**src/rtl/hsa_pkg.sv**
```systemverilog
`timescale 1ns / 1ps
// Shared constants, types and helper functions of the slope and aspect core
package hsa_pkg;

  localparam int MAX_COLS     = 4096;
  localparam int COL_W        = $clog2(MAX_COLS);
  localparam int CNT_W        = COL_W + 1;
  localparam int ROW_W        = 16;
  localparam int LEN_W        = 13;
  localparam int SIZE_W       = 16;
  localparam int CFG_W        = 16;
  localparam int CFG_IDX_W    = 2;
  localparam int ELEV_W       = 24;
  localparam int GRAD_W       = ELEV_W + 3;
  localparam int SQ_W         = 2 * GRAD_W;
  localparam int RAD_W        = 64;
  localparam int ROOT_W       = RAD_W / 2;
  localparam int CORDIC_STEPS = 16;
  localparam int STEP_W       = (CORDIC_STEPS > 1) ? $clog2(CORDIC_STEPS) : 1;
  localparam int CV_W         = 56;
  localparam int Z_W          = 32;
  localparam int SLOPE_W      = 13;
  localparam int ASPECT_W     = 15;
  localparam int FIFO_DEPTH   = 4;
  localparam int FIFO_AW      = $clog2(FIFO_DEPTH);

  localparam logic signed [Z_W-1:0] QUARTER_Q  = Z_W'(5760 * 65536);
  localparam logic signed [Z_W-1:0] HALF_LSB   = Z_W'(32768);
  localparam logic [ASPECT_W-1:0]   TURN_UNITS = ASPECT_W'(23040);
  localparam logic [SLOPE_W-1:0]    SLOPE_MAX  = SLOPE_W'(5760);

  localparam logic REQ_SAMPLE = 1'b0;
  localparam logic REQ_DRAIN  = 1'b1;

  typedef enum logic [CFG_IDX_W-1:0] {
    CFG_ROW_LENGTH = 2'd0,
    CFG_ROW_COUNT  = 2'd1,
    CFG_CELL_SIZE  = 2'd2
  } cfg_idx_e;

  typedef struct packed {
    logic [LEN_W-1:0]  row_length;
    logic [ROW_W-1:0]  row_count;
    logic [SIZE_W-1:0] spacing;
  } cfg_t;

  typedef struct packed {
    logic signed [GRAD_W-1:0] gx;
    logic signed [GRAD_W-1:0] gy;
    logic [COL_W-1:0]         col;
    logic [ROW_W-1:0]         row;
    logic                     last;
    logic                     eof;
  } job_t;

  typedef enum logic [3:0] {
    FS_IDLE,
    FS_RD_SAMP,
    FS_WIN,
    FS_JOB1,
    FS_JOB2,
    FS_RD_W,
    FS_RD_C,
    FS_RD_E,
    FS_RD_LAST,
    FS_JOB_DRAIN
  } front_state_e;

  typedef enum logic [2:0] {
    BS_IDLE,
    BS_SQ_X,
    BS_SQ_Y,
    BS_ROOT,
    BS_SLOPE,
    BS_ASPECT,
    BS_FIN
  } back_state_e;

  // (a + 2b + c) - (d + 2e + f)
  function automatic logic signed [GRAD_W-1:0] horn_diff(
    input logic signed [ELEV_W-1:0] a,
    input logic signed [ELEV_W-1:0] b,
    input logic signed [ELEV_W-1:0] c,
    input logic signed [ELEV_W-1:0] d,
    input logic signed [ELEV_W-1:0] e,
    input logic signed [ELEV_W-1:0] f
  );
    logic signed [GRAD_W-1:0] pos;
    logic signed [GRAD_W-1:0] neg;
    pos = GRAD_W'(a) + (GRAD_W'(b) <<< 1) + GRAD_W'(c);
    neg = GRAD_W'(d) + (GRAD_W'(e) <<< 1) + GRAD_W'(f);
    return pos - neg;
  endfunction

  // arctan(2^-i) in 2^-16 of 1/64 degree
  function automatic logic [Z_W-1:0] atan_entry(input logic [4:0] idx);
    logic [Z_W-1:0] v;
    case (idx)
      5'd0:  v = Z_W'(188743680);
      5'd1:  v = Z_W'(111421900);
      5'd2:  v = Z_W'(58872272);
      5'd3:  v = Z_W'(29884485);
      5'd4:  v = Z_W'(15000234);
      5'd5:  v = Z_W'(7507429);
      5'd6:  v = Z_W'(3754631);
      5'd7:  v = Z_W'(1877430);
      5'd8:  v = Z_W'(938729);
      5'd9:  v = Z_W'(469366);
      5'd10: v = Z_W'(234683);
      5'd11: v = Z_W'(117342);
      5'd12: v = Z_W'(58671);
      5'd13: v = Z_W'(29335);
      5'd14: v = Z_W'(14668);
      5'd15: v = Z_W'(7334);
      5'd16: v = Z_W'(3667);
      5'd17: v = Z_W'(1833);
      5'd18: v = Z_W'(917);
      5'd19: v = Z_W'(458);
      5'd20: v = Z_W'(229);
      5'd21: v = Z_W'(115);
      5'd22: v = Z_W'(57);
      5'd23: v = Z_W'(29);
      5'd24: v = Z_W'(14);
      5'd25: v = Z_W'(7);
      5'd26: v = Z_W'(4);
      5'd27: v = Z_W'(2);
      5'd28: v = Z_W'(1);
      default: v = '0;
    endcase
    return v;
  endfunction

endpackage

```
**src/rtl/hsa_fifo.sv**
```systemverilog
`timescale 1ns / 1ps
// Short job queue between the window front end and the angle back end
module hsa_fifo (
  input  logic          clk_i,
  input  logic          rst_ni,
  input  logic          push_i,
  input  hsa_pkg::job_t push_data_i,
  input  logic          pop_i,
  output hsa_pkg::job_t pop_data_o,
  output logic          full_o,
  output logic          empty_o
);
  import hsa_pkg::*;

  job_t               data_q [FIFO_DEPTH];
  logic [FIFO_AW-1:0] wptr_q;
  logic [FIFO_AW-1:0] rptr_q;
  logic [FIFO_AW:0]   count_q;

  function automatic logic [FIFO_AW-1:0] ptr_inc(input logic [FIFO_AW-1:0] p);
    return (p == FIFO_AW'(FIFO_DEPTH - 1)) ? '0 : p + 1'b1;
  endfunction

  assign full_o     = (count_q == (FIFO_AW + 1)'(FIFO_DEPTH));
  assign empty_o    = (count_q == '0);
  assign pop_data_o = data_q[rptr_q];

  always_ff @(posedge clk_i or negedge rst_ni) begin
    if (!rst_ni) begin
      wptr_q  <= '0;
      rptr_q  <= '0;
      count_q <= '0;
    end else begin
      if (push_i) begin
        wptr_q <= ptr_inc(wptr_q);
      end
      if (pop_i) begin
        rptr_q <= ptr_inc(rptr_q);
      end
      if (push_i && !pop_i) begin
        count_q <= count_q + 1'b1;
      end else if (pop_i && !push_i) begin
        count_q <= count_q - 1'b1;
      end
    end
  end

  always_ff @(posedge clk_i) begin
    if (push_i) begin
      data_q[wptr_q] <= push_data_i;
    end
  end

  a_no_overflow: assert property (@(posedge clk_i) disable iff (!rst_ni) push_i |-> !full_o)
    else $error("job pushed into a full queue");
  a_no_underflow: assert property (@(posedge clk_i) disable iff (!rst_ni) pop_i |-> !empty_o)
    else $error("job popped from an empty queue");
  a_count_range: assert property (@(posedge clk_i) disable iff (!rst_ni)
    count_q <= (FIFO_AW + 1)'(FIFO_DEPTH))
    else $error("queue count out of range");

endmodule

```
**config.mk**
```make
export PLATFORM = sky130hd
export DESIGN_NAME = hsa_fifo
export DESIGN_NICKNAME = d
export VERILOG_FILES = /design/src/rtl/hsa_pkg.sv /design/src/rtl/hsa_fifo.sv
export SDC_FILE = /design/constraint.sdc
export NUM_CORES = 1
export LEC_CHECK = 0
export ABC_CLOCK_PERIOD_IN_PS = 4200
export BUFFER_PORTS_ARGS = -buffer_cell sky130_fd_sc_hd__buf_4
export CAP_MARGIN = 20
export CELL_PAD_IN_SITES_DETAIL_PLACEMENT = 1
export CELL_PAD_IN_SITES_GLOBAL_PLACEMENT = 2
export CORE_ASPECT_RATIO = 0.75
export CORE_MARGIN = 1
export CORE_UTILIZATION = 45
export CTS_CLUSTER_SIZE = 16
export DETAILED_ROUTE_END_ITERATION = 12
export PLACE_DENSITY = 0.81
export SYNTH_ARGS = -nofsm -noshare
export SYNTH_HDL_FRONTEND = slang
export SYNTH_SLANG_ARGS = --single-unit
```
**constraint.sdc**
```tcl
create_clock -name clk_i -period 4.2 [get_ports clk_i]
set_input_delay 0.42 -clock clk_i [delete_from_list [all_inputs] [get_ports clk_i]]
set_output_delay 0.42 -clock clk_i [all_outputs]
set_load 0.02 [all_outputs]
```
After elaboration in Yosys (flattened, before gate mapping)

Memories as Yosys holds them, arrays and structs flattened.
Cells that the tools add are included.

Output and inout bits: 86
Memories kept: 1
Flip-flop bits (word level): 7
Input bits: 88
Bits in writable memories: 336
Logic and storage cells: 23

Memories:

| memory | depth | bits a word | rd ports | clocked after Yosys merged registers in | wr ports | line           | source |
|---|---|---|---|---|---|---|---|
| data_q | 4     | 84          | 1        | 0                                       | 1        | hsa_fifo.sv:15 | `job_t data_q [FIFO_DEPTH];` |

Reductions and logical operators: 6
Mux-type cells: 6
Add/subtract/negate cells: 4
Equal/unequal tests: 3

Operator list:

| kind                  | number |
|---|---|
| $mux W3               | 2 |
| $add A2 B1 Y2 const B | 2 |
| $eq A2 B2 Y1 const B  | 2 |
| $mux W2               | 2 |
| $add A3 B1 Y3 const B | 1 |
| $eq A3 B3 Y1 const B  | 1 |
| $logic_not A3 Y1      | 1 |
| $sub A3 B1 Y3 const B | 1 |
| $logic_and A1 B1 Y1   | 2 |
| $logic_not A1 Y1      | 2 |
| $mux W1               | 2 |
| $reduce_bool A2 Y1    | 1 |

Longest topological paths before layout

Depth in word-level cells: 4
Mapped depth: 7
Mapped depth without buffers: 7

Worst setup path after synthesis

Ideal clock, no wire load.

Path kind: flip-flop to flip-flop
From: register wptr_q[0]
To: memory data_q[2][0] (netlist name), enable pin
Path slack: 1.172 ns
Arrival: 2.576 ns
Clock period less this slack: 3.028 ns
Cell stages (with the launch flop): 4
Data required time: 3.749 ns
Path buffers: 0
Library setup time: 0.451 ns
Path through: dfrtp_1 -> inv_1 -> ha_1 -> and2_1

RTL lines:

| element                | line           | source |
|---|---|---|
| from (decl)            | hsa_fifo.sv:16 | `logic [FIFO_AW-1:0] wptr_q;` |
| from (signal assigned) | hsa_fifo.sv:35 | `wptr_q <= ptr_inc(wptr_q);` |
| to (decl)              | hsa_fifo.sv:15 |  |

Straight into the memory's write port.

==> flow_summary.json <==
{
  "finalHoldViolCount": 0,
  "max-slew-margin-rel_pct": 40.5,
  "hp-start": "push_data_i[11]",
  "post-synth-top-count-cell": "edfxtp_1",
  "hpwlAfterDp_um": 15300,
  "synth_top_family_by_area": "multiplexers",
  "leakage_nw": 5.25,
  "tritoncts": "yes",
  "async_flop_share_pct": 2.04,
  "synth.area.top_cells": "edfxtp_1 80%, mux4_2 15%, dfrtp_1 1.4%, buf_12 0.64%, ha_1 0.60%",
  "cts_max_level": 2,
  "die_x_um": 195,
  "critPathMaxFanout": 39,
  "overflow": 0,
  "drv_slew": 0,
  "antenna_left": 0,
  "cp.arrival_ns": 2.65,
  "fin_ws_ns": 1.13,
  "yosysTopAreaCell": "edfxtp_1",
  "gp_congestion": 0.735,
  "grt_max_degree": 74,
  "p_seq_share_pct": 43.1,
  "seq_area_frac_synth_pct": 81.7,
  "core-area_mm2": 0.0272,
  "worstMarginPinSlew_ns": 0.893,
  "routedWlPerCell_um": 23.8,
  "holdBufCountCts": 1,
  "io_pins": 174,
  "r2r-start": "wptr_q[0]",
  "worst-setup-path-type": "flip-flop to output pin",
  "grt_pass1_vias": 6538,
  "p_comb_share_pct": 30.9,
  "yosysUniqueCellTypes": 21,
  "drt-initial-drc-count": 230,
  "first_pass_iters": 4,
  "multi_input_area_mm2": 0.00212,
  "rsz0062_at_grt": "no",
  "cts_setup_buffers": 0,
  "port_buffers": 173,
  "dieArea_mm2": 0.0286,
  "drt-total-wl_um": 25100,
  "avgViaCountPerCell": 5.37,
  "clockRootBuffer": "clkbuf_16",
  "skew_ns": 0.00658,
  "switching_share_pct": 30.6,
  "synth_fa_ha_area_share_pct": 0.756,
  "synth.top_cell.area_share_pct": 80.3,
  "yosys-mux-area-fraction_pct": 15.3,
  "remaining_drc_errors": 0,
  "area_growth_pct": 21.9,
  "syn_inst": 476,
  "critPathLaunchType": "flip-flop",
  "yosys_warnings": 0,
  "die_h_um": 147,
  "synth_xor_area_share_pct": 0.209,
  "worstSkewPairLatency_ns": 0.51,
  "grt_first_pass_wirelength_um": 38300,
  "synth_area_mm2": 0.0126,
  "layout_min_cycle_time_ns": 3.07,
  "antenna_found_initial": 0,
  "nNetsFinal": 774,
  "synth_edf_count": 336,
  "pwr_density_cell_mw_per_mm2": 719,
  "p_sw_mw": 3.37,
  "fillCellCount": 2295,
  "synth_compound_area_share_pct": 0.0796,
  "synthSimpleGateAreaFrac_pct": 0.448,
  "fmax_mhz": 326,
  "pwr-share-clk_pct": 26.0,
  "synth_nets": 571,
  "crit_path_end_kind": "output pin",
  "setup_viol": 0,
  "clockBufferDepth": 3,
  "rows": 52,
  "clk_pin_slew_ns": 0.07,
  "min_path_type": "input pin to flip-flop",
  "dp_slack_ns": 1.59,
  "utilization_pct": 56.4,
  "hold_slack_ns": 0.111,
  "irDropWorstVdd_uv": 401,
  "register_area_mm2": 0.0103,
  "synth_ff_type": "edfxtp_1",
  "start_util_pct": 46.2,
  "fin_setup_tns_ns": 0,
  "maxCapViolCount": 0,
  "status": "completed",
  "ys_ff_latch": 343,
  "vias": 5667,
  "diodes": 0,
  "cts_resized": 0,
  "drive_gt1_share_pct": 46.2,
  "synth_top_cells_by_count": "336 x edfxtp_1, 84 x mux4_2, 7 x dfrtp_1",
  "p_int_mw": 7.66,
  "avgSynthCellArea_um2": 26.4,
  "grt_usage_pct": 18.0,
  "numCtsBuffers": 34,
  "period_share_pct": 73.0,
  "startpoint": "rptr_q[0]",
  "clock-sinks": 343,
  "critPathRequiredTime_ns": 3.78
}
## power groups by stage
stage / clock network [mW] / logic [mW] / registers (mW)
CTS: 2.94 / 3.47 / 4.78
finish: 2.87 / 3.40 / 4.75
global route: 3.05 / 3.61 / 4.83
detailed placement: 0 / 3.45 / 4.85
floorplan: 0 / 2.39 / 4.59
global placement: 0 / 3.39 / 4.79
## layer usage
layer	GRT usage [%]	share of wire, %
met3	5.39	6.9
met1	23.1	42
met2	30.0	49
met5	0	0
met4	5.12	1.9
## logic make-up after synthesis
kind of cell / after synthesis
compound gates: 2
xor+xnor: 3
fa+ha+maj: 7
buf+inv: 23
flops: 343
mux: 87
simple gates: 11
## path summary, 6_finish.rpt
| kind | end | slack [ns] | depth (start not counted) |
|---|---|---|---|
| max in group asynchronous | rptr_q[0] | 3.80 | 2 |
| worst max register to register | data_q[0][75] | 2.14 | 4 |
| worst min-delay path | data_q[1][11] | 0.11 | 1 |
| worst min register to register | count_q[2] | 0.50 | 1 |
| worst max-delay path | pop_data_o[34] | 1.13 | 3 |
| min in group asynchronous | count_q[2] | 0.27 | 2 |
## worst max-delay path: stages, from the launching register on
cell     delay [ns]
dfrtp_4        0.91
buf_12         0.36
mux4_2         0.61
buf_4          0.18
## stage by stage
| step | power [mW] | std cells | cell area [µm²] |
|---|---|---|---|
| floorplan | 6.98 | 476 | 12600 |
| global placement | 8.18 | 992 | 14200 |
| detailed placement | 8.30 | 992 | 14200 |
| CTS | 11.2 | 1054 | 15300 |
| global route | 11.5 | 1055 | 15300 |
| finish | 11.0 | 1055 | 15300 |
## cell type report
class / count / share of cell area, %
flip-flops and latches: 343 / 67.0
clock inverters: 22 / 1.01
clock buffers: 39 / 5.81
well taps: 351 / 2.87
multi-input cells: 110 / 13.9
inverters: 4 / 0.0980
repair buffers: 186 / 9.34
## state kept, by name (all words and copies together), names as in the netlist
name,count
rptr_q,2
data_q,336
count_q,3
wptr_q,2
## cells in the final DEF, fill, tap and decap left out, types with 3 or more instances in the layout
| cell type | netlist | final |
|---|---|---|
| and2_4 | 0 | 4 |
| edfxtp_1 | 336 | 336 |
| clkinv_1 | 0 | 10 |
| inv_1 | 4 | 4 |
| mux4_2 | 84 | 84 |
| buf_4 | 4 | 183 |
| mux2_2 | 3 | 3 |
| ha_1 | 6 | 6 |
| nor2_1 | 3 | 3 |
| clkbuf_1 | 0 | 4 |
| clkbuf_16 | 0 | 35 |
| clkinv_2 | 0 | 8 |
| dfrtp_1 | 7 | 5 |
Power figures use the tool's default switching activity.
