File: src/rtl/hsa_pkg.sv
`timescale 1ns / 1ps
// Shared constants, types and helper functions of the slope and aspect core
package hsa_pkg;

  localparam int MAX_COLS     = 4096;
  localparam int COL_W        = $clog2(MAX_COLS);
  localparam int CNT_W        = COL_W + 1;
  localparam int ROW_W        = 16;
  localparam int LEN_W        = 13;
  localparam int SIZE_W       = 16;
  localparam int CFG_W        = 16;
  localparam int CFG_IDX_W    = 2;
  localparam int ELEV_W       = 24;
  localparam int GRAD_W       = ELEV_W + 3;
  localparam int SQ_W         = 2 * GRAD_W;
  localparam int RAD_W        = 64;
  localparam int ROOT_W       = RAD_W / 2;
  localparam int CORDIC_STEPS = 16;
  localparam int STEP_W       = (CORDIC_STEPS > 1) ? $clog2(CORDIC_STEPS) : 1;
  localparam int CV_W         = 56;
  localparam int Z_W          = 32;
  localparam int SLOPE_W      = 13;
  localparam int ASPECT_W     = 15;
  localparam int FIFO_DEPTH   = 4;
  localparam int FIFO_AW      = $clog2(FIFO_DEPTH);

  localparam logic signed [Z_W-1:0] QUARTER_Q  = Z_W'(5760 * 65536);
  localparam logic signed [Z_W-1:0] HALF_LSB   = Z_W'(32768);
  localparam logic [ASPECT_W-1:0]   TURN_UNITS = ASPECT_W'(23040);
  localparam logic [SLOPE_W-1:0]    SLOPE_MAX  = SLOPE_W'(5760);

  localparam logic REQ_SAMPLE = 1'b0;
  localparam logic REQ_DRAIN  = 1'b1;

  typedef enum logic [CFG_IDX_W-1:0] {
    CFG_ROW_LENGTH = 2'd0,
    CFG_ROW_COUNT  = 2'd1,
    CFG_CELL_SIZE  = 2'd2
  } cfg_idx_e;

  typedef struct packed {
    logic [LEN_W-1:0]  row_length;
    logic [ROW_W-1:0]  row_count;
    logic [SIZE_W-1:0] spacing;
  } cfg_t;

  typedef struct packed {
    logic signed [GRAD_W-1:0] gx;
    logic signed [GRAD_W-1:0] gy;
    logic [COL_W-1:0]         col;
    logic [ROW_W-1:0]         row;
    logic                     last;
    logic                     eof;
  } job_t;

  typedef enum logic [3:0] {
    FS_IDLE,
    FS_RD_SAMP,
    FS_WIN,
    FS_JOB1,
    FS_JOB2,
    FS_RD_W,
    FS_RD_C,
    FS_RD_E,
    FS_RD_LAST,
    FS_JOB_DRAIN
  } front_state_e;

  typedef enum logic [2:0] {
    BS_IDLE,
    BS_SQ_X,
    BS_SQ_Y,
    BS_ROOT,
    BS_SLOPE,
    BS_ASPECT,
    BS_FIN
  } back_state_e;

  // (a + 2b + c) - (d + 2e + f)
  function automatic logic signed [GRAD_W-1:0] horn_diff(
    input logic signed [ELEV_W-1:0] a,
    input logic signed [ELEV_W-1:0] b,
    input logic signed [ELEV_W-1:0] c,
    input logic signed [ELEV_W-1:0] d,
    input logic signed [ELEV_W-1:0] e,
    input logic signed [ELEV_W-1:0] f
  );
    logic signed [GRAD_W-1:0] pos;
    logic signed [GRAD_W-1:0] neg;
    pos = GRAD_W'(a) + (GRAD_W'(b) <<< 1) + GRAD_W'(c);
    neg = GRAD_W'(d) + (GRAD_W'(e) <<< 1) + GRAD_W'(f);
    return pos - neg;
  endfunction

  // arctan(2^-i) in 2^-16 of 1/64 degree
  function automatic logic [Z_W-1:0] atan_entry(input logic [4:0] idx);
    logic [Z_W-1:0] v;
    case (idx)
      5'd0:  v = Z_W'(188743680);
      5'd1:  v = Z_W'(111421900);
      5'd2:  v = Z_W'(58872272);
      5'd3:  v = Z_W'(29884485);
      5'd4:  v = Z_W'(15000234);
      5'd5:  v = Z_W'(7507429);
      5'd6:  v = Z_W'(3754631);
      5'd7:  v = Z_W'(1877430);
      5'd8:  v = Z_W'(938729);
      5'd9:  v = Z_W'(469366);
      5'd10: v = Z_W'(234683);
      5'd11: v = Z_W'(117342);
      5'd12: v = Z_W'(58671);
      5'd13: v = Z_W'(29335);
      5'd14: v = Z_W'(14668);
      5'd15: v = Z_W'(7334);
      5'd16: v = Z_W'(3667);
      5'd17: v = Z_W'(1833);
      5'd18: v = Z_W'(917);
      5'd19: v = Z_W'(458);
      5'd20: v = Z_W'(229);
      5'd21: v = Z_W'(115);
      5'd22: v = Z_W'(57);
      5'd23: v = Z_W'(29);
      5'd24: v = Z_W'(14);
      5'd25: v = Z_W'(7);
      5'd26: v = Z_W'(4);
      5'd27: v = Z_W'(2);
      5'd28: v = Z_W'(1);
      default: v = '0;
    endcase
    return v;
  endfunction

endpackage

File: src/rtl/hsa_back.sv
`timescale 1ns / 1ps
// Back end: gradient magnitude, slope and aspect angles, output register
module hsa_back (
  input  logic                            clk_i,
  input  logic                            rst_ni,
  input  logic [hsa_pkg::SIZE_W-1:0]      spacing_i,
  input  hsa_pkg::job_t                   job_i,
  input  logic                            empty_i,
  output logic                            pop_o,
  output logic                            out_valid_o,
  input  logic                            out_stall_i,
  output logic [hsa_pkg::SLOPE_W-1:0]     slope_o,
  output logic [hsa_pkg::ASPECT_W-1:0]    aspect_o,
  output logic                            flat_o,
  output logic [hsa_pkg::COL_W-1:0]       cell_col_o,
  output logic [hsa_pkg::ROW_W-1:0]       cell_row_o,
  output logic                            last_of_item_o,
  output logic                            end_of_frame_o
);
  import hsa_pkg::*;

  back_state_e state_q, state_d;

  logic [GRAD_W-1:0]      ax_q, ay_q;
  logic                   east_q, north_q, flat_q;
  logic [COL_W-1:0]       col_q;
  logic [ROW_W-1:0]       row_q;
  logic                   last_q, eof_q;
  logic [SQ_W-1:0]        acc_q;
  logic [RAD_W-1:0]       rem_q, root_q, bit_q;
  logic signed [CV_W-1:0] x_q, y_q;
  logic signed [Z_W-1:0]  z_q, zs_q, za_q;
  logic [STEP_W-1:0]      i_q;

  logic                   out_valid_q;
  logic [SLOPE_W-1:0]     slope_q;
  logic [ASPECT_W-1:0]    aspect_q;
  logic                   flat_out_q;
  logic [COL_W-1:0]       col_out_q;
  logic [ROW_W-1:0]       row_out_q;
  logic                   last_out_q, eof_out_q;

  logic [GRAD_W-1:0]      ax_in, ay_in;
  logic [GRAD_W-1:0]      mul_in;
  logic [SQ_W-1:0]        sq;
  logic [RAD_W:0]         trial;
  logic                   take;
  logic [RAD_W-1:0]       rem_d, root_d;
  logic signed [CV_W-1:0] dx, dy, x_d, y_d;
  logic signed [Z_W-1:0]  ang, z_d, z_cl;
  logic                   last_step;
  logic                   out_free;
  logic [SIZE_W-1:0]      cs_eff;
  logic signed [Z_W-1:0]  slope_sum, b, asp_sum;
  logic [ASPECT_W-1:0]    asp_raw;
  logic [SLOPE_W-1:0]     slope_v;
  logic [ASPECT_W-1:0]    aspect_v;

  assign ax_in  = job_i.gx[GRAD_W-1] ? GRAD_W'(-job_i.gx) : GRAD_W'(job_i.gx);
  assign ay_in  = job_i.gy[GRAD_W-1] ? GRAD_W'(-job_i.gy) : GRAD_W'(job_i.gy);
  assign mul_in = (state_q == BS_SQ_X) ? ax_q : ay_q;
  assign sq     = SQ_W'(mul_in) * SQ_W'(mul_in);
  assign cs_eff = (spacing_i == '0) ? SIZE_W'(1) : spacing_i;

  // one restoring square-root step: two radicand bits per cycle
  assign trial  = (RAD_W + 1)'(root_q) + (RAD_W + 1)'(bit_q);
  assign take   = ((RAD_W + 1)'(rem_q) >= trial);
  assign rem_d  = take ? rem_q - trial[RAD_W-1:0] : rem_q;
  assign root_d = take ? (root_q >> 1) + bit_q : (root_q >> 1);

  // one vectoring rotation per cycle
  assign dx        = y_q >>> i_q;
  assign dy        = x_q >>> i_q;
  assign ang       = $signed(atan_entry(5'(i_q)));
  assign last_step = (i_q == STEP_W'(CORDIC_STEPS - 1));

  always_comb begin
    if (y_q > 0) begin
      x_d = x_q + dx;
      y_d = y_q - dy;
      z_d = z_q + ang;
    end else begin
      x_d = x_q - dx;
      y_d = y_q + dy;
      z_d = z_q - ang;
    end
    if (z_d < 0) begin
      z_cl = '0;
    end else if (z_d > QUARTER_Q) begin
      z_cl = QUARTER_Q;
    end else begin
      z_cl = z_d;
    end
  end

  // fold the first quadrant angle onto the compass
  always_comb begin
    slope_sum = zs_q + HALF_LSB;
    slope_v   = SLOPE_W'(slope_sum >>> 16);
    if (east_q && north_q) begin
      b = za_q;
    end else if (east_q) begin
      b = (QUARTER_Q <<< 1) - za_q;
    end else if (!north_q) begin
      b = (QUARTER_Q <<< 1) + za_q;
    end else begin
      b = (QUARTER_Q <<< 2) - za_q;
    end
    asp_sum  = b + HALF_LSB;
    asp_raw  = ASPECT_W'(asp_sum >>> 16);
    aspect_v = (asp_raw >= TURN_UNITS) ? asp_raw - TURN_UNITS : asp_raw;
  end

  assign out_free = !out_valid_q || !out_stall_i;

  always_ff @(posedge clk_i or negedge rst_ni) begin
    if (!rst_ni) begin
      state_q <= BS_IDLE;
    end else begin
      state_q <= state_d;
    end
  end

  always_comb begin
    state_d = state_q;
    pop_o   = 1'b0;
    case (state_q)
      BS_IDLE: begin
        if (!empty_i) begin
          pop_o   = 1'b1;
          state_d = ((job_i.gx == '0) && (job_i.gy == '0)) ? BS_FIN : BS_SQ_X;
        end
      end
      BS_SQ_X: state_d = BS_SQ_Y;
      BS_SQ_Y: state_d = BS_ROOT;
      BS_ROOT: begin
        if (bit_q == RAD_W'(1)) begin
          state_d = BS_SLOPE;
        end
      end
      BS_SLOPE: begin
        if (last_step) begin
          state_d = BS_ASPECT;
        end
      end
      BS_ASPECT: begin
        if (last_step) begin
          state_d = BS_FIN;
        end
      end
      BS_FIN: begin
        if (out_free) begin
          state_d = BS_IDLE;
        end
      end
      default: state_d = BS_IDLE;
    endcase
  end

  always_ff @(posedge clk_i) begin
    case (state_q)
      BS_IDLE: begin
        if (pop_o) begin
          ax_q    <= ax_in;
          ay_q    <= ay_in;
          east_q  <= job_i.gx[GRAD_W-1] || (job_i.gx == '0);
          north_q <= job_i.gy[GRAD_W-1] || (job_i.gy == '0);
          flat_q  <= (job_i.gx == '0) && (job_i.gy == '0);
          col_q   <= job_i.col;
          row_q   <= job_i.row;
          last_q  <= job_i.last;
          eof_q   <= job_i.eof;
        end
      end
      BS_SQ_X: acc_q <= sq;
      BS_SQ_Y: begin
        rem_q  <= (RAD_W'(acc_q) + RAD_W'(sq)) << 10;
        root_q <= '0;
        bit_q  <= RAD_W'(1) << (RAD_W - 2);
      end
      BS_ROOT: begin
        rem_q  <= rem_d;
        root_q <= root_d;
        bit_q  <= bit_q >> 2;
        if (bit_q == RAD_W'(1)) begin
          x_q <= CV_W'(cs_eff) <<< 28;
          y_q <= CV_W'(root_d[ROOT_W-1:0]) <<< 20;
          z_q <= '0;
          i_q <= '0;
        end
      end
      BS_SLOPE: begin
        if (last_step) begin
          zs_q <= z_cl;
          x_q  <= CV_W'(ay_q) <<< 24;
          y_q  <= CV_W'(ax_q) <<< 24;
          z_q  <= '0;
          i_q  <= '0;
        end else begin
          x_q <= x_d;
          y_q <= y_d;
          z_q <= z_d;
          i_q <= i_q + 1'b1;
        end
      end
      BS_ASPECT: begin
        x_q <= x_d;
        y_q <= y_d;
        z_q <= z_d;
        i_q <= i_q + 1'b1;
        if (last_step) begin
          za_q <= z_cl;
        end
      end
      default: ;
    endcase
  end

  // output register: hold until transferred
  always_ff @(posedge clk_i or negedge rst_ni) begin
    if (!rst_ni) begin
      out_valid_q <= 1'b0;
    end else if ((state_q == BS_FIN) && out_free) begin
      out_valid_q <= 1'b1;
    end else if (!out_stall_i) begin
      out_valid_q <= 1'b0;
    end
  end

  always_ff @(posedge clk_i) begin
    if ((state_q == BS_FIN) && out_free) begin
      slope_q    <= flat_q ? '0 : slope_v;
      aspect_q   <= flat_q ? '0 : aspect_v;
      flat_out_q <= flat_q;
      col_out_q  <= col_q;
      row_out_q  <= row_q;
      last_out_q <= last_q;
      eof_out_q  <= eof_q;
    end
  end

  assign out_valid_o    = out_valid_q;
  assign slope_o        = slope_q;
  assign aspect_o       = aspect_q;
  assign flat_o         = flat_out_q;
  assign cell_col_o     = col_out_q;
  assign cell_row_o     = row_out_q;
  assign last_of_item_o = last_out_q;
  assign end_of_frame_o = eof_out_q;

  a_flat_zero: assert property (@(posedge clk_i) disable iff (!rst_ni)
    (out_valid_q && flat_out_q) |-> ((slope_q == '0) && (aspect_q == '0)))
    else $error("flat result with nonzero angle");
  a_angle_range: assert property (@(posedge clk_i) disable iff (!rst_ni)
    out_valid_q |-> ((slope_q <= SLOPE_MAX) && (aspect_q < TURN_UNITS)))
    else $error("angle out of range");
  a_no_overwrite: assert property (@(posedge clk_i) disable iff (!rst_ni)
    (out_valid_q && out_stall_i) |=> (out_valid_q && $stable(slope_q) && $stable(aspect_q)))
    else $error("pending result overwritten");

endmodule
File: config.mk
export PLATFORM = sky130hd
export DESIGN_NAME = hsa_back
export DESIGN_NICKNAME = d
export VERILOG_FILES = /design/src/rtl/hsa_pkg.sv /design/src/rtl/hsa_back.sv
export SDC_FILE = /design/constraint.sdc
export NUM_CORES = 2
export LEC_CHECK = 0
export BUFFER_PORTS_ARGS = -buffer_cell sky130_fd_sc_hd__buf_2
export CAP_MARGIN = 5
export CELL_PAD_IN_SITES_DETAIL_PLACEMENT = 1
export CELL_PAD_IN_SITES_GLOBAL_PLACEMENT = 1
export CORE_UTILIZATION = 40
export DETAILED_ROUTE_END_ITERATION = 16
export PLACE_DENSITY_LB_ADDON = 0.2
export SETUP_SLACK_MARGIN = 0.15
export SLEW_MARGIN = 30
export SYNTH_ARGS = -nofsm -noshare
export SYNTH_HDL_FRONTEND = slang
export SYNTH_SLANG_ARGS = --single-unit
File: constraint.sdc
create_clock -name clk_i -period 33.1 [get_ports clk_i]
set_input_delay 9.93 -clock clk_i [delete_from_list [all_inputs] [get_ports clk_i]]
set_output_delay 9.93 -clock clk_i [all_outputs]
set_load 0.005 [all_outputs]
### Word level (Yosys, flattened, before mapping)

Memory sizes are Yosys's and may differ from the RTL's. A register that Yosys moved wholly into a read port is not among the register bits.
Cells that the tools add are included.

| operators by class | value |
|---|---|
| shifts and indexed selects | 2 |
| order comparisons | 5 |
| $mul | 1 |
| reduce and logical (&&, ||, !) cells | 20 |
| eq/ne operators | 15 |
| multiplexer cells | 42 |
| add/subtract/negate cells | 19 |

Operators with widths:

| kind | number |
|---|---|
| $pmux W64 S2 | 3 |
| $mux W56 | 6 |
| $pmux W56 S3 | 2 |
| $mux W31 | 5 |
| $mux W64 | 2 |
| $add A56 B56 Y56 | 2 |
| $sshr A56 B4 Y56 | 2 |
| $sub A56 B56 Y56 | 2 |
| $mux W32 | 3 |
| $pmux W32 S3 | 1 |
| $add A64 B64 Y65 | 1 |
| $ge A64 B65 Y1 | 1 |
| $add A63 B64 Y64 | 1 |
| $eq A64 B1 Y1 const B | 1 |
| $sub A64 B64 Y64 | 1 |
| $sub A31 B31 Y31 const A | 2 |
| $gt A56 B1 Y1 const B | 1 |
| $add A54 B54 Y54 | 1 |
| $logic_not A27 Y1 | 2 |
| $mul A27 B27 Y54 | 1 |
| $neg A27 Y27 | 2 |
| $mux W26 | 2 |
| $add A32 B32 Y32 | 1 |
| $gt A32 B30 Y1 const B | 1 |
| 31 further kinds | 58 |

| storage, ports and cells | value |
|---|---|
| ROM bits | 448 |
| memories kept | 1 |
| input bits | 104 |
| flip-flop bits (word level) | 604 |

Memories:

| memory | depth | bits a word | read ports | clocked after memory_dff | wr ports | RTL line | text |
|---|---|---|---|---|---|---|---|
| (name not given) | 16 | 28 | 1 | 1 | 0 | hsa_pkg.sv:98 | `case (idx)` |

### Longest topological paths before layout

| depth | value |
|---|---|
| word-level depth | 7 |
| gate-level depth with buffers | 45 |
| depth with buffers taken out | 42 |

### Least setup slack after synthesis

No wires, ideal clock.

| timing | value |
|---|---|
| path kind | input to output |
| start point | in empty_i |
| end point | out pop_o |
| setup slack | 4905 ps |
| arrival | 18265 ps |
| data required time | 23170 ps |
| stages on the path | 1 |
| buffers on the path | 0 |
| path through | nor4_1 |

| on the way | value |
|---|---|
| longest elaborated chain between the ends | 2 |

RTL lines:

| item | RTL line | text |
|---|---|---|
| start, declared | hsa_back.sv:8 | `input logic empty_i,` |
| $mux W1 | hsa_back.sv:129 | `if (!empty_i) begin` |
| $mux W1 | hsa_back.sv:127 | `case (state_q)` |
| end, declared | hsa_back.sv:9 | `output logic pop_o,` |

Every way passes these cells.

### Final worst setup path

Ends and elaborated chain as after synthesis.

==> impl_metrics.csv <==
group,metric,value,unit
run_status,outcome,"finished, final reports clean",
critical_path,r2r_setup_slack,20130,ps
synthesis,synth-simple-area-share,14.9,%
synthesis,synth_top_family_by_area,"adder cells",
clock_network,cts_setup_buffers,0,
clock_network,hold_buffers,0,
clock_network,cts_tree,"built",
hold_path,hp-start,"row_q[14]",
detailed_routing,wirelength,236,mm
finish,final_common_cell,"inv_1",
synthesis,yosys.area.top_type,"edfxtp_1",
clock_network,clockRootBuffer,"clkbuf_16",
synthesis,synth_seq_cells,584,
critical_path,required,23170,ps
critical_path,r2r-start,"state_q[0]",
clock_network,post_cts_resized,0,
timing,finalHoldViolations,0,
timing,slew_violations,0,
critical_path,worstPathArrival,11130,ps
detailed_routing,vias,58577,
synthesis,yosys_warnings,0,
detailed_routing,drt_iter0_markers,3829,
finish,drive_above_1_share,8.63,%
detailed_routing,drt-wirelength-per-cell,23.4,um
die,die-width,425,um
critical_path,r2r_end,"rem_q[62]",
timing,skew,54.6,ps
die,rows,154,
global_routing,grt_pass1_vias,61689,
synthesis,async_reset_ff_share,0.685,%
synthesis,synth.top_cell.area_share,23.2,%
place,placedCellCount,9975,
timing,min_period,21060,ps
synthesis,synth_edf_count,552,
synthesis,synth.yosys.seq_area_share,24.1,%
clock_network,h-tree-depth,3,
place,dp_hpwl,185,mm
clock_network,clk_latency,730,ps
critical_path,path_class,"input port to output port",
detailed_routing,ant_nets,0,
clock_network,path_clk_slew,60,ps
critical_path,worstPathMaxFanout,34,
timing,clock.fmax,0.0475,GHz
finish,nets,8927,
global_routing,use_met2,45.4,%
synthesis,avgSynthCellArea,9.28,um2
finish,final.fill_count,20221,
finish,fin_cells,10117,
synthesis,synth_compound_area_share,14.6,%
clock_network,clock_sink_count,584,
timing,finalCritPeriodShare,63.6,%
critical_path,crit_end,"pop_o",
timing,fin_hold_ws,416,ps
global_routing,grt_usage,25.9,%
synthesis,synth_mux_area_share,7.29,%
finish,area_growth,8.17,%
die,die_y,425,um
detailed_routing,firstDrtPassIters,5,
place,gp_congestion,0.904,
clock_network,cts_inserted_buffers,76,
die,start_util,40.4,%
timing,tns,0,ps
critical_path,start_kind,"input port",
critical_path,cp-end-kind,"output port",
global_routing,grtUsageMet1,33.2,%
critical_path,reg2reg_depth,42,
synthesis,synthFlopType,"edfxtp_1",
global_routing,grt_overflow,0,
timing,finalSetupViolations,0,
synthesis,netlist-cell-type-count,106,
synthesis,postSynthCellCount,7710,
timing,rsz0062_at_grt,"no",
die,boundaryPins,165,
synthesis,synthesis.area,71500,um2
timing,tightestPinTransition,971,ps
clock_network,clockBufferDepth,3,
detailed_routing,via_per_inst,5.79,
flow_run,cap_viol_max_count,0,
synthesis,synth_area_leaders,"edfxtp_1 23%, fa_1 16%, ha_1 9.5%",
global_routing,grt_max_degree,77,
global_routing,met3_usage,2.63,%
global_routing,grt.busiest_layer,"met2",
global_routing,grt_antenna_before_repair,5,
hold_path,min_path_type,"flip-flop to flip-flop",
synthesis,synth_fa_ha_area_share,25.4,%
timing,slew_headroom,35.2,%
critical_path,crit_path_start,"empty_i",
die,core_area,177000,um2
finish,final_cell_mix,"907 x inv_1, 724 x nand2_1, 653 x nor2_1, 568 x fa_1, 552 x edfxtp_1",
detailed_routing,drc,0,
die,dieArea,181000,um2
synthesis,synthXorXnorAreaFrac,7.05,%
global_routing,grt_pass1_wl,366,mm
place,port_buffers,164,
==> sequential cells by signal, indices dropped and copies added (netlist names), 3 cells and up <==
| register | cells |
|---|---|
| rem_q | 64 |
| x_q | 56 |
| col_q | 12 |
| ax_q | 27 |
| za_q | 31 |
| row_q | 16 |
| i_q | 4 |
| root_q | 64 |
| cell_col_o | 12 |
| aspect_o | 15 |
| bit_q | 32 |
| ang | 28 |
| slope_o | 13 |
| cell_row_o | 16 |
| zs_q | 14 |
| z_q | 32 |
| state_q | 3 |
| acc_q | 53 |
| y_q | 56 |
| ay_q | 27 |
==> cell usage after synthesis (all sizes together), types with 62 or more instances <==
cell	number
fa	568
clkbuf	249
a31oi	103
nor2	659
nand4	82
nand3	135
nand2	725
nor4	83
xnor2	354
nor3	147
and3	96
o21ai	360
nor2b	66
a21o	188
mux2	62
edfxtp	552
mux2i	98
inv	914
buf	66
a21oi	446
mux4	157
ha	541
xor2	219
==> worst min path at each step <==
stage | cells after the start | to
after global placement | 0 | cell_row_o[4]
after detailed placement | 0 | cell_col_o[4]
after CTS | 0 | cell_row_o[12]
after global routing | 0 | cell_col_o[1]
after floorplan | 0 | cell_col_o[0]
final | 0 | cell_row_o[14]
==> logic make-up after synthesis <==
logic type,count (synthesis)
adders and majority gates,1109
DFF,584
xor gates and xnor gates,574
AOI/OAI and AO/OA,1631
muxes,317
other,1
and+or+nand+nor,2260
buffers and inverters,1234
==> layer usage <==
| layer | share of wire [%] | vias up |
|---|---|---|
| met3 | 3.9 | 371 |
| met5 | 0.014 | - |
| met4 | 3.5 | 4 |
| met2 | 50 | 1242 |
| met1 | 43 | 29847 |
| li1 | - | 27113 |
==> per-stage QoR <==
step	area, um2	worst slack, ps	utilization (%)
after floorplan	71500	4900	-
after global placement	74700	12010	42.2
after detailed placement	74700	12050	42.2
after CTS	77300	12060	43.7
after global routing	77400	12000	43.7
final	77400	12040	43.7
==> layout make-up <==
type                            instances  area [um2]  area share [%]
Sequential cell                       584       17200            22.3
Timing Repair Buffer                  240        1430            1.84
Tap cell                             2340        2930            3.78
Clock buffer                           98        2100            2.71
Multi-Input combinational cell       5893       49700            64.2
Clock inverter                         40         553           0.715
Inverter                              919        3460            4.47
Antenna cell                            3        7.51         0.00970
==> worst max-delay path, cell delays in order <==
cell and delay (ps):
buf_2 170, nor4_2 240, buf_4 490, buf_2 220
Power is left out: the tool's default activity adds up to more than one toggle a clock period on the data nets, which glitch-free logic cannot reach.
